[src/design/dpbd_pkg.sv]
package dpbd_pkg;

    localparam int SAMPLE_W = 12;
    localparam int COUNT_W  = 16;
    localparam int CFG_IDX_W = 2;
    localparam int CFG_DATA_W = 16;

    localparam logic [CFG_IDX_W-1:0] CFG_OFF_THR  = 2'd0;
    localparam logic [CFG_IDX_W-1:0] CFG_ON_THR   = 2'd1;
    localparam logic [CFG_IDX_W-1:0] CFG_BAT_THR  = 2'd2;
    localparam logic [CFG_IDX_W-1:0] CFG_HOLD_CNT = 2'd3;

    localparam logic [SAMPLE_W-1:0] OFF_THR_RST  = 12'd1228;
    localparam logic [SAMPLE_W-1:0] ON_THR_RST   = 12'd1638;
    localparam logic [SAMPLE_W-1:0] BAT_THR_RST  = 12'd1092;
    localparam logic [COUNT_W-1:0]  HOLD_CNT_RST = 16'd50000;

    localparam logic [COUNT_W-1:0] COUNT_MAX = '1;

    typedef struct packed {
        logic [SAMPLE_W-1:0] off_thr;
        logic [SAMPLE_W-1:0] on_thr;
        logic [SAMPLE_W-1:0] bat_thr;
        logic [COUNT_W-1:0]  hold_cnt;
    } t_cfg;

    typedef struct packed {
        logic plugged;
        logic unplugged;
        logic battery;
        logic halted;
    } t_flags;

endpackage

[src/design/dpbd_detect.sv]
module dpbd_detect (
    input  logic                          i_clk,
    input  logic                          i_rst_n,
    input  logic                          i_accept,
    input  logic [dpbd_pkg::SAMPLE_W-1:0] i_sample,
    input  logic                          i_in_test,
    input  logic                          i_charge_open,
    input  logic                          i_rearm,
    input  dpbd_pkg::t_cfg                i_cfg,
    output dpbd_pkg::t_flags              o_flags,
    output dpbd_pkg::t_flags              o_flags_next
);

    dpbd_pkg::t_flags r_flags, n_flags;
    logic r_first_boot, n_first_boot;
    logic r_prev_low, n_prev_low;
    logic r_prev_high, n_prev_high;
    logic [dpbd_pkg::COUNT_W-1:0] r_count, n_count;

    logic                         low, high;
    logic [dpbd_pkg::COUNT_W-1:0] cnt_low, cnt_high;

    always_comb begin
        n_flags      = r_flags;
        n_first_boot = r_first_boot;
        n_prev_low   = r_prev_low;
        n_prev_high  = r_prev_high;
        n_count      = r_count;
        low          = 1'b0;
        high         = 1'b0;
        cnt_low      = r_count;
        cnt_high     = r_count;

        if (i_rearm) begin
            n_first_boot      = 1'b0;
            n_flags.plugged   = 1'b0;
            n_flags.unplugged = 1'b0;
            n_flags.halted    = 1'b0;
        end else if (!r_flags.halted) begin
            if (i_in_test) begin
                if (i_sample > i_cfg.bat_thr && i_charge_open) begin
                    if (r_count > i_cfg.hold_cnt) begin
                        n_count         = '0;
                        n_flags.battery = 1'b1;
                        n_flags.halted  = 1'b1;
                    end else if (r_count != dpbd_pkg::COUNT_MAX) begin
                        n_count = r_count + 1'b1;
                    end
                end
            end else if (r_first_boot && i_sample > i_cfg.on_thr) begin
                n_flags.plugged = 1'b1;
                n_flags.halted  = 1'b1;
            end else begin
                // low run first, then high run on the same sample
                low = !r_flags.unplugged && (i_sample < i_cfg.off_thr);
                if (low) begin
                    if (!r_prev_low) begin
                        cnt_low = '0;
                    end else if (r_count != dpbd_pkg::COUNT_MAX) begin
                        cnt_low = r_count + 1'b1;
                    end
                    if (cnt_low > i_cfg.hold_cnt) begin
                        n_flags.unplugged = 1'b1;
                        cnt_low           = '0;
                    end
                end
                n_prev_low = low;

                cnt_high = cnt_low;
                high = n_flags.unplugged && (i_sample > i_cfg.on_thr);
                if (high) begin
                    if (!r_prev_high) begin
                        cnt_high = '0;
                    end else if (cnt_low != dpbd_pkg::COUNT_MAX) begin
                        cnt_high = cnt_low + 1'b1;
                    end
                    if (cnt_high > i_cfg.hold_cnt) begin
                        n_flags.plugged = 1'b1;
                        n_flags.halted  = 1'b1;
                        cnt_high        = '0;
                    end
                end
                n_prev_high = high;
                n_count     = cnt_high;
            end
        end
    end

    always_ff @(posedge i_clk) begin
        if (!i_rst_n) begin
            r_flags      <= '0;
            r_first_boot <= 1'b1;
            r_prev_low   <= 1'b0;
            r_prev_high  <= 1'b0;
            r_count      <= '0;
        end else if (i_accept) begin
            r_flags      <= n_flags;
            r_first_boot <= n_first_boot;
            r_prev_low   <= n_prev_low;
            r_prev_high  <= n_prev_high;
            r_count      <= n_count;
        end
    end

    assign o_flags      = r_flags;
    assign o_flags_next = n_flags;

endmodule

[src/design/debounced_plug_and_battery_detector_top.sv]
// channel | valid        | stall        | payload
// in      | i_in_valid   | o_in_stall   | i_sample, i_in_test, i_charge_open, i_rearm
// out     | o_out_valid  | i_out_stall  | o_plugged_in, o_unplug_seen, o_battery_ok,
//         |              |              | o_sampling_stopped
// cfg     | i_cfg_we     | -            | i_cfg_idx, i_cfg_data
//
// One beat per cycle while the input is not stalled; a result is registered and appears in the cycle after
// its input beat is accepted. All detection logic sits between the state registers and the result register.
// Synchronous active-low reset restores register defaults and resets detector state and output valid.
// Input is stalled only while a result is held and the output is stalled.
module debounced_plug_and_battery_detector_top (
    input  logic                            i_clk,
    input  logic                            i_rst_n,
    input  logic                            i_cfg_we,
    input  logic [dpbd_pkg::CFG_IDX_W-1:0]  i_cfg_idx,
    input  logic [dpbd_pkg::CFG_DATA_W-1:0] i_cfg_data,
    input  logic                            i_in_valid,
    output logic                            o_in_stall,
    input  logic [dpbd_pkg::SAMPLE_W-1:0]   i_sample,
    input  logic                            i_in_test,
    input  logic                            i_charge_open,
    input  logic                            i_rearm,
    output logic                            o_out_valid,
    input  logic                            i_out_stall,
    output logic                            o_plugged_in,
    output logic                            o_unplug_seen,
    output logic                            o_battery_ok,
    output logic                            o_sampling_stopped
);

    dpbd_pkg::t_cfg   r_cfg;
    dpbd_pkg::t_flags state_flags, next_flags;
    dpbd_pkg::t_flags r_out;
    logic             r_out_valid;
    logic             accept;

    always_ff @(posedge i_clk) begin
        if (!i_rst_n) begin
            r_cfg.off_thr  <= dpbd_pkg::OFF_THR_RST;
            r_cfg.on_thr   <= dpbd_pkg::ON_THR_RST;
            r_cfg.bat_thr  <= dpbd_pkg::BAT_THR_RST;
            r_cfg.hold_cnt <= dpbd_pkg::HOLD_CNT_RST;
        end else if (i_cfg_we) begin
            case (i_cfg_idx)
                dpbd_pkg::CFG_OFF_THR:  r_cfg.off_thr  <= i_cfg_data[dpbd_pkg::SAMPLE_W-1:0];
                dpbd_pkg::CFG_ON_THR:   r_cfg.on_thr   <= i_cfg_data[dpbd_pkg::SAMPLE_W-1:0];
                dpbd_pkg::CFG_BAT_THR:  r_cfg.bat_thr  <= i_cfg_data[dpbd_pkg::SAMPLE_W-1:0];
                dpbd_pkg::CFG_HOLD_CNT: r_cfg.hold_cnt <= i_cfg_data;
                default: ;
            endcase
        end
    end

    assign o_in_stall = r_out_valid && i_out_stall;
    assign accept     = i_in_valid && !o_in_stall;

    dpbd_detect u_detect (
        .i_clk         (i_clk),
        .i_rst_n       (i_rst_n),
        .i_accept      (accept),
        .i_sample      (i_sample),
        .i_in_test     (i_in_test),
        .i_charge_open (i_charge_open),
        .i_rearm       (i_rearm),
        .i_cfg         (r_cfg),
        .o_flags       (state_flags),
        .o_flags_next  (next_flags)
    );

    always_ff @(posedge i_clk) begin
        if (!i_rst_n) begin
            r_out_valid <= 1'b0;
        end else if (accept) begin
            r_out_valid <= 1'b1;
        end else if (!i_out_stall) begin
            r_out_valid <= 1'b0;
        end
    end

    always_ff @(posedge i_clk) begin
        if (accept) begin
            r_out <= next_flags;
        end
    end

    assign o_out_valid        = r_out_valid;
    assign o_plugged_in       = r_out.plugged;
    assign o_unplug_seen      = r_out.unplugged;
    assign o_battery_ok       = r_out.battery;
    assign o_sampling_stopped = r_out.halted;

`ifndef ASSERT_OFF
    a_out_matches_state: assert property (@(posedge i_clk) disable iff (!i_rst_n)
        r_out_valid |-> r_out == state_flags)
        else $error("held result differs from detector state");

    a_plug_halts: assert property (@(posedge i_clk) disable iff (!i_rst_n)
        state_flags.plugged |-> state_flags.halted)
        else $error("plug-in confirmed without halting");

    a_rearm_clears: assert property (@(posedge i_clk) disable iff (!i_rst_n)
        accept && i_rearm |=> !o_plugged_in && !o_unplug_seen && !o_sampling_stopped)
        else $error("rearm beat did not clear flags");
`endif

endmodule

[config.mk]
export PLATFORM = sky130hd
export DESIGN_NAME = debounced_plug_and_battery_detector_top
export DESIGN_NICKNAME = d
export VERILOG_FILES = /design/src/design/dpbd_pkg.sv /design/src/design/dpbd_detect.sv /design/src/design/debounced_plug_and_battery_detector_top.sv
export SDC_FILE = /design/constraint.sdc
export NUM_CORES = 1
export LEC_CHECK = 0
export CORE_UTILIZATION = 55
export CTS_CLUSTER_DIAMETER = 100
export DETAILED_ROUTE_END_ITERATION = 6
export DONT_BUFFER_PORTS = 1
export GPL_ROUTABILITY_DRIVEN = 0
export PLACE_DENSITY = 0.79
export SYNTH_ARGS = -nofsm -noshare
export SYNTH_HDL_FRONTEND = slang
export SYNTH_SLANG_ARGS = --single-unit
[constraint.sdc]
create_clock -name i_clk -period 15.73 [get_ports i_clk]
set_clock_uncertainty 0.2 [all_clocks]
set_input_delay 2.3595 -clock i_clk [delete_from_list [all_inputs] [get_ports i_clk]]
set_output_delay 2.3595 -clock i_clk [all_outputs]
set_load 0.1 [all_outputs]
==> key figures, run 1 <==
Critical path
  – CP max-delay cell: or4_1
  – Reg2reg start: u_detect.r_count[0]
  – Max stage delay on crit path: 0.79 ns
  – Worst path top cell family by delay: simple AND/OR/NAND/NOR gates
  – R2R depth: 33
  – Crit-path max FO: 20
  – R2R Path End: u_detect.r_count[4]
  – Flop-to-flop setup slack: 6.03 ns
  – Type of origin of the critical path: flip-flop
  – Critical path endpoint category: flip-flop
  – Buf/Inv on CP: 1
  – CP Data Required Time: 15.80 ns
  – Crit Path Category: reg -> reg
  – Critical Path Sink: u_detect.r_count[4]
  – Crit path arrival time: 9.77 ns
  – Origin of the worst setup path: u_detect.r_count[0]
  – Worst path depth: 33

Routing
  – DRC: 0
  – Via count: 6814
  – Avg WL per Cell: 19.10 um
  – Drt total wl: 20080 um
  – Post-DRT Antenna Nets: 0
  – Vias per cell: ~6.5
  – Iteration count of the initial detailed-routing pass: 6
  – Detailed Route Iter0 Violations: 863

Die
  – Die area: 12990 sq um
  – IO Pins: 44
  – DIE WIDTH: 114.0 um
  – Die height: approximately 110 um
  – Starting Density: 0.5693
  – Core ar.: 12110 sq um
  – Rows: 40

STA
  – Hold slack: 0.2550 ns
  – Tmin final: 9.701 ns
  – Setup_tns: 0 ns
  – Slew Limit Fails: 0
  – Setup-failing EPs final: 0
  – Period utilization: 0.6167
  – Peak Freq: about 100 MHz
  – Slew headroom: 0.2272
  – Final hold vios: 0
  – Worst Tran Pin Value: ~1.2 ns
  – RSZ-0062 raised after global routing: false
  – Fin worst setup slack: 6.029 ns

Cells and area
  – Area growth, synth to finish: 4.337%
  – Antenna cells: 0
  – Nets: 1002
  – Layout cells sized above 1: 0.04870

Synth
  – Most frequent cell after synthesis: nand2_1
  – Syn Area/Cell: 7.528 sq um
  – Post-synth top area cell: dfxtp_1
  – Synth Warn #: 0
  – Netlist cell types: 76
  – Post-synth EDFFs: 4
  – Post-synth top area share: 0.2206
  – Net count after synthesis: about 1000
  – Post-synthesis sequential area ratio: 0.2381
  – Post-Syn Area: around 6900 sq um
  – Flops & latches, synth: 80
  – Post-synth top cells: nand2_1 (133), ha_1 (85), a21oi_1 (80), dfxtp_1 (76), nor2_1 (62)
  – Fraction of registers with async set/reset: 0
  – Synth area leaders: dfxtp_1 (22%), ha_1 (15%), nand2_1 (7.2%)
  – Syn Inst Count: 916
  – Synth Flop Type: dfxtp_1

GRT
  – Largest net degree at the start of global routing: between 40 and 50
  – First-pass GRT wire length: 32550 um
  – Grt total ovfl: 0
  – Tot GR Track Use: 0.3212
  – Number of global-route vias before repair: 6183
  – Initial antenna violation count: 0

Clock tree
  – Reg clk slew, reported paths: 0.06 ns
  – Longest Clk Path Bufs: 2
  – Hold buffers post-CTS: 0
  – Clock sink count: 80
  – H-tree depth: 3
  – Post-CTS sizing: 0
  – Worst-Skew Late Latency: 0.36 ns
  – Post-CTS Setup Inserts: 0
  – Num CTS Buffers: 9
  – CTS tree: done
  – Root Buffer: clkbuf_16

Placement
  – Port Buffers: 0
  – Post-Place Worst Slack: approximately 6.4 ns
  – DP Wirelength: ~15000 um

Power and ir drop
  – Maximum vdd drop: 0.05927 mV
  – Leakage: 2.864 nW
  – Overall power: 0.5037 mW
  – Power Dens Cells: 70.02 nW/um^2

Flow run
  – Max Cap Violations: 0

Hold path
  – Worst Hold Class: reg -> reg

Outcome
  – Run status: finished clean
[state kept, by name, indices dropped and copies added, names as in the netlist]
name / cells
u_detect.o_flags: 4
o_sampling_stopped: 1
o_unplug_seen: 1
u_detect.r_prev_low: 1
u_detect.r_first_boot: 1
o_battery_ok: 1
o_plugged_in: 1
u_detect.r_prev_high: 1
u_detect.r_count: 16
o_out_valid: 1
r_cfg: 52
[placed cells by master (no fill, tap or decap), types with 9 or more instances in the layout]
cell / count
nand3_1: 23
clkbuf_16: 9
nand2_1: 133
nand4_1: 15
nor2b_1: 11
and2_1: 12
o21a_1: 15
dfxtp_1: 76
o21ai_0: 48
inv_1: 60
mux2i_1: 10
ha_1: 85
a21oi_1: 80
nor2_1: 62
a21o_1: 18
nor3_1: 17
o211ai_1: 35
a31oi_1: 11
nor4_1: 13
[layer usage]
metal,global-route usage,wire length [um],vias to the layer above
met3,0.06908,1978,70
li1,-,-,3246
met5,0,0,-
met4,0.1030,610,0
met1,0.4343,8645,3121
met2,0.5091,8841,377
[worst min-delay path by stage]
| stage | depth (start not counted) | endpoint | start |
|---|---|---|---|
| finish | 2 | r_cfg[13] | r_cfg[13] |
| global route | 2 | r_cfg[31] | r_cfg[31] |
| CTS | 2 | r_cfg[24] | r_cfg[24] |
| detailed placement | 2 | r_cfg[24] | r_cfg[24] |
| global placement | 2 | r_cfg[35] | r_cfg[35] |
| floorplan | 2 | r_cfg[40] | r_cfg[40] |
[where the power goes]
| group | switching, mW | leakage (nW) | total, mW | internal [mW] |
|---|---|---|---|---|
| clock network | 0.0904 | 0.138 | 0.205 | 0.115 |
| logic | 0.0452 | 2.07 | 0.0727 | 0.0274 |
| registers | 0.0134 | 0.660 | 0.226 | 0.212 |
[worst reg2reg max path, delay by kind of cell (launching register included)]
kind / cells / cell delay (ns)
XOR/XNOR: 1 / 0.23
adder cells (fa/ha/maj): 4 / 1.27
AO/OA/AOI/OAI: 10 / 2.09
flip-flops: 1 / 0.48
AND/OR/NAND/NOR: 17 / 5.24
buffers and inverters: 1 / 0.11
[area by class of cell]
type / instances / area (sq um)
Fill cell: 1117 / 4917
Inverter: 61 / 229.0
Multi-Input combinational cell: 723 / 4801
Tap cell: 168 / 210.2
Timing Repair Buffer: 4 / 30.03
Clock inverter: 4 / 30.03
Clock buffer: 11 / 252.7
Sequential cell: 80 / 1642
[cell families after synthesis]
logic type / Yosys count / synth area share
xor+xnor: 15 / 0.02286
compound gates: 271 / 0.2535
fa+ha+maj: 85 / 0.1542
mux: 11 / 0.01615
flops: 80 / 0.2381
simple gates: 341 / 0.2482
buf+inv: 113 / 0.06696
[stage by stage]
stage               instances    util  instance area [sq um]
floorplan                 916       -                   6895
global placement         1036  0.5707                   6912
detailed placement       1036  0.5707                   6912
CTS                      1051  0.5940                   7194
global route             1051  0.5940                   7194
finish                   1051  0.5940                   7194
Power figures use the tool's default switching activity.
==> run 2: changes to the inputs <==
==> constraint.sdc (replaced) <==
create_clock -name i_clk -period 9.6 [get_ports i_clk]
set_clock_uncertainty 0.2 [all_clocks]
set_input_delay 1.44 -clock i_clk [delete_from_list [all_inputs] [get_ports i_clk]]
set_output_delay 1.44 -clock i_clk [all_outputs]
set_load 0.1 [all_outputs]
==> run 2 against run 1 <==
Net effect:
- first-iteration DRC count is 2.2% lower
- critical endpoint is now u_detect.r_count[6]
- power increased by 69%
- sequential share of layout area down 0.22 points
- fmax is 9.1% higher
- die area unchanged
- largest cell class unchanged
- combinational power rose by 69%
- sequential power increased by 63%
- via count grew 1.2%
- global-route usage is 0.11 points higher
- clock power grew 75%
- setup slack worse by 5.3 ns
==> key figures, run 2 (synthesis results as in run 1) <==
Die
  – Rows: 40 (unchanged)
  – DIE WIDTH: 114.0 um (unchanged)
  – Die area: 12990 sq um (unchanged)
  – Die height: 114.0 um (unchanged)
  – IO Pins: 44 (unchanged)
  – Starting Density: 0.5693 (unchanged)
  – Core ar.: 12110 sq um (unchanged)

Critical path
  – Crit path arrival time: 8.94 ns (was 9.77 ns)
  – Crit-path max FO: 20 (unchanged)
  – Crit Path Category: reg -> reg (unchanged)
  – Flop-to-flop setup slack: 0.71 ns (was 6.03 ns)
  – CP max-delay cell: or4_1 (unchanged)
  – Type of origin of the critical path: flip-flop (unchanged)
  – Max stage delay on crit path: 0.78 ns (was 0.79 ns)
  – Reg2reg start: u_detect.r_count[0] (unchanged)
  – Critical path endpoint category: flip-flop (unchanged)
  – CP Data Required Time: 9.64 ns (was 15.80 ns)
  – Cell repeated most along the worst path: ha_1
  – R2R Path End: u_detect.r_count[6] (was u_detect.r_count[4])
  – R2R depth: 32 (was 33)

Power and ir drop
  – Maximum vdd drop: 0.1272 mV (was 0.05927 mV)
  – Power Dens Cells: 116.9 nW/um^2 (was 70.02 nW/um^2)
  – Overall power: 0.8493 mW (was 0.5037 mW)
  – Leakage: 2.893 nW (was 2.864 nW)

STA
  – Worst Tran Pin Value: 1.197 ns (was 1.154 ns)
  – Final hold vios: 0 (unchanged)
  – RSZ-0062 raised after global routing: false (unchanged)
  – Slew headroom: 0.2019 (was 0.2272)
  – Setup-failing EPs final: 0 (unchanged)
  – Peak Freq: 112.4 MHz (was 103.1 MHz)
  – Setup_tns: 0 ns (unchanged)
  – Period utilization: 0.9266 (was 0.6167)
  – Slew Limit Fails: 0 (unchanged)
  – Tmin final: 8.895 ns (was 9.701 ns)

Outcome
  – Run status: finished clean (unchanged)

Clock tree
  – Hold buffers post-CTS: 0 (unchanged)
  – CTS tree: done (unchanged)
  – Num CTS Buffers: 9 (unchanged)
  – Clock sink count: 80 (unchanged)
  – Post-CTS sizing: 0 (unchanged)
  – Longest Clk Path Bufs: 2 (unchanged)
  – Worst-Skew Late Latency: 0.37 ns (was 0.36 ns)
  – H-tree depth: 3 (unchanged)
  – Reg clk slew, reported paths: 0.08 ns (was 0.06 ns)
  – Root Buffer: clkbuf_16 (unchanged)
  – Post-CTS Setup Inserts: 0 (unchanged)

Routing
  – Detailed Route Iter0 Violations: 844 (was 863)
  – Via count: 6895 (was 6814)
  – Avg WL per Cell: 19.27 um (was 19.10 um)
  – Iteration count of the initial detailed-routing pass: 6 (unchanged)
  – Vias per cell: 6.517 (was 6.483)
  – Drt total wl: 20390 um (was 20080 um)
  – Post-DRT Antenna Nets: 0 (unchanged)
  – DRC: 0 (unchanged)

Hold path
  – Hold path startpoint: r_cfg[10] (was r_cfg[13])
  – Hold Path Stages: 2 (unchanged)
  – Worst Hold Class: reg -> reg (unchanged)
  – Hold Path Sink: r_cfg[10] (was r_cfg[13])

Cells and area
  – Largest register by flop count: r_cfg (unchanged)
  – Max reg flops: 52 (unchanged)
  – Most common cell after layout, fill and taps aside: nand2_1 (unchanged)
  – FILL cells: 1106 (was 1117)
  – Nets: 1008 (was 1002)
  – Layout cells sized above 1: 0.05955 (was 0.04870)
  – Most frequent cells in the layout: nand2_1 (133), ha_1 (85), a21oi_1 (80) (unchanged)
  – Area growth, synth to finish: 5.353% (was 4.337%)
  – Antenna cells: 0 (unchanged)

GRT
  – Initial antenna violation count: 0 (unchanged)
  – Number of global-route vias before repair: 6256 (was 6183)
  – Tot GR Track Use: 0.3223 (was 0.3212)
  – Largest net degree at the start of global routing: 41 (unchanged)
  – Grt total ovfl: 0 (unchanged)
  – First-pass GRT wire length: 32500 um (was 32550 um)

Placement
  – Port Buffers: 0 (unchanged)
  – DP Wirelength: 15010 um (was 14950 um)

Flow run
  – Max Cap Violations: 0 (unchanged)
==> run 2: changes by cell type in the layout (fill, tap and decap cells not counted), sizes merged <==
cell / change
buf: +6
bufinv: +1
clkbuf: -2
clkinv: -1
clkinvlp: +2
inv: +1
==> run 2: power breakdown <==
part           leakage [nW]  internal, mW  switching [mW]
logic                  2.10        0.0463          0.0764
clock network         0.138         0.202           0.156
registers             0.660         0.348          0.0208
==> run 2: worst max path at each step <==
stage,start,endpoint,slack (ns),depth (start not counted)
6_report,u_detect.r_count[0],u_detect.r_count[6],0.71,32
5_1_grt,u_detect.r_count[0],u_detect.r_count[6],0.15,32
4_1_cts,u_detect.r_count[0],u_detect.r_count[4],0.47,33
3_5_place_dp,u_detect.r_count[0],u_detect.r_count[4],0.51,33
3_3_place_gp,u_detect.r_count[0],u_detect.r_count[6],0.85,33
2_1_floorplan,u_detect.r_count[1],o_sampling_stopped,2.05,38
==> run 2: per-layer routing <==
metal	wire length, um	global-route usage	vias to the layer above
met2	8834	0.4962	390
li1	-	-	3257
met1	8505	0.4254	3151
met5	0	0	-
met4	1000	0.1524	0
met3	2048	0.07439	97
==> run 2: worst max-delay path: cells and delay by family, from the launching register on <==
family	cells	cell delay, ns
multiplexers	1	0.18
AND/OR/NAND/NOR	17	4.72
adder cells (fa/ha/maj)	4	1.21
buffers and inverters	1	0.12
flip-flops	1	0.49
AO/OA/AOI/OAI	8	1.62
XOR/XNOR	1	0.22
==> run 2: stage by stage <==
stage                     utilization  setup slack [ns]  hold WS, ns  cells  instance area (sq um)
after floorplan                     -             2.049       0.2318    916                   6895
after global placement         0.5744            0.8513       0.2415   1042                   6957
after detailed placement       0.5744            0.5098       0.2481   1042                   6957
after CTS                      0.5989            0.4705       0.2562   1058                   7253
after global routing           0.5998            0.1548       0.2754   1058                   7264
final                          0.5998            0.7051       0.2531   1058                   7264
==> run 2: final cells by class <==
class,count,area (sq um),area share
flip-flops and latches,80,1642,0.2260
repair buffers,10,75.07,0.01033
well taps,168,210.2,0.02894
multi-input cells,723,4812,0.6624
clock inverters,7,71.32,0.009817
inverters,61,229.0,0.03152
clock buffers,9,225.2,0.03100
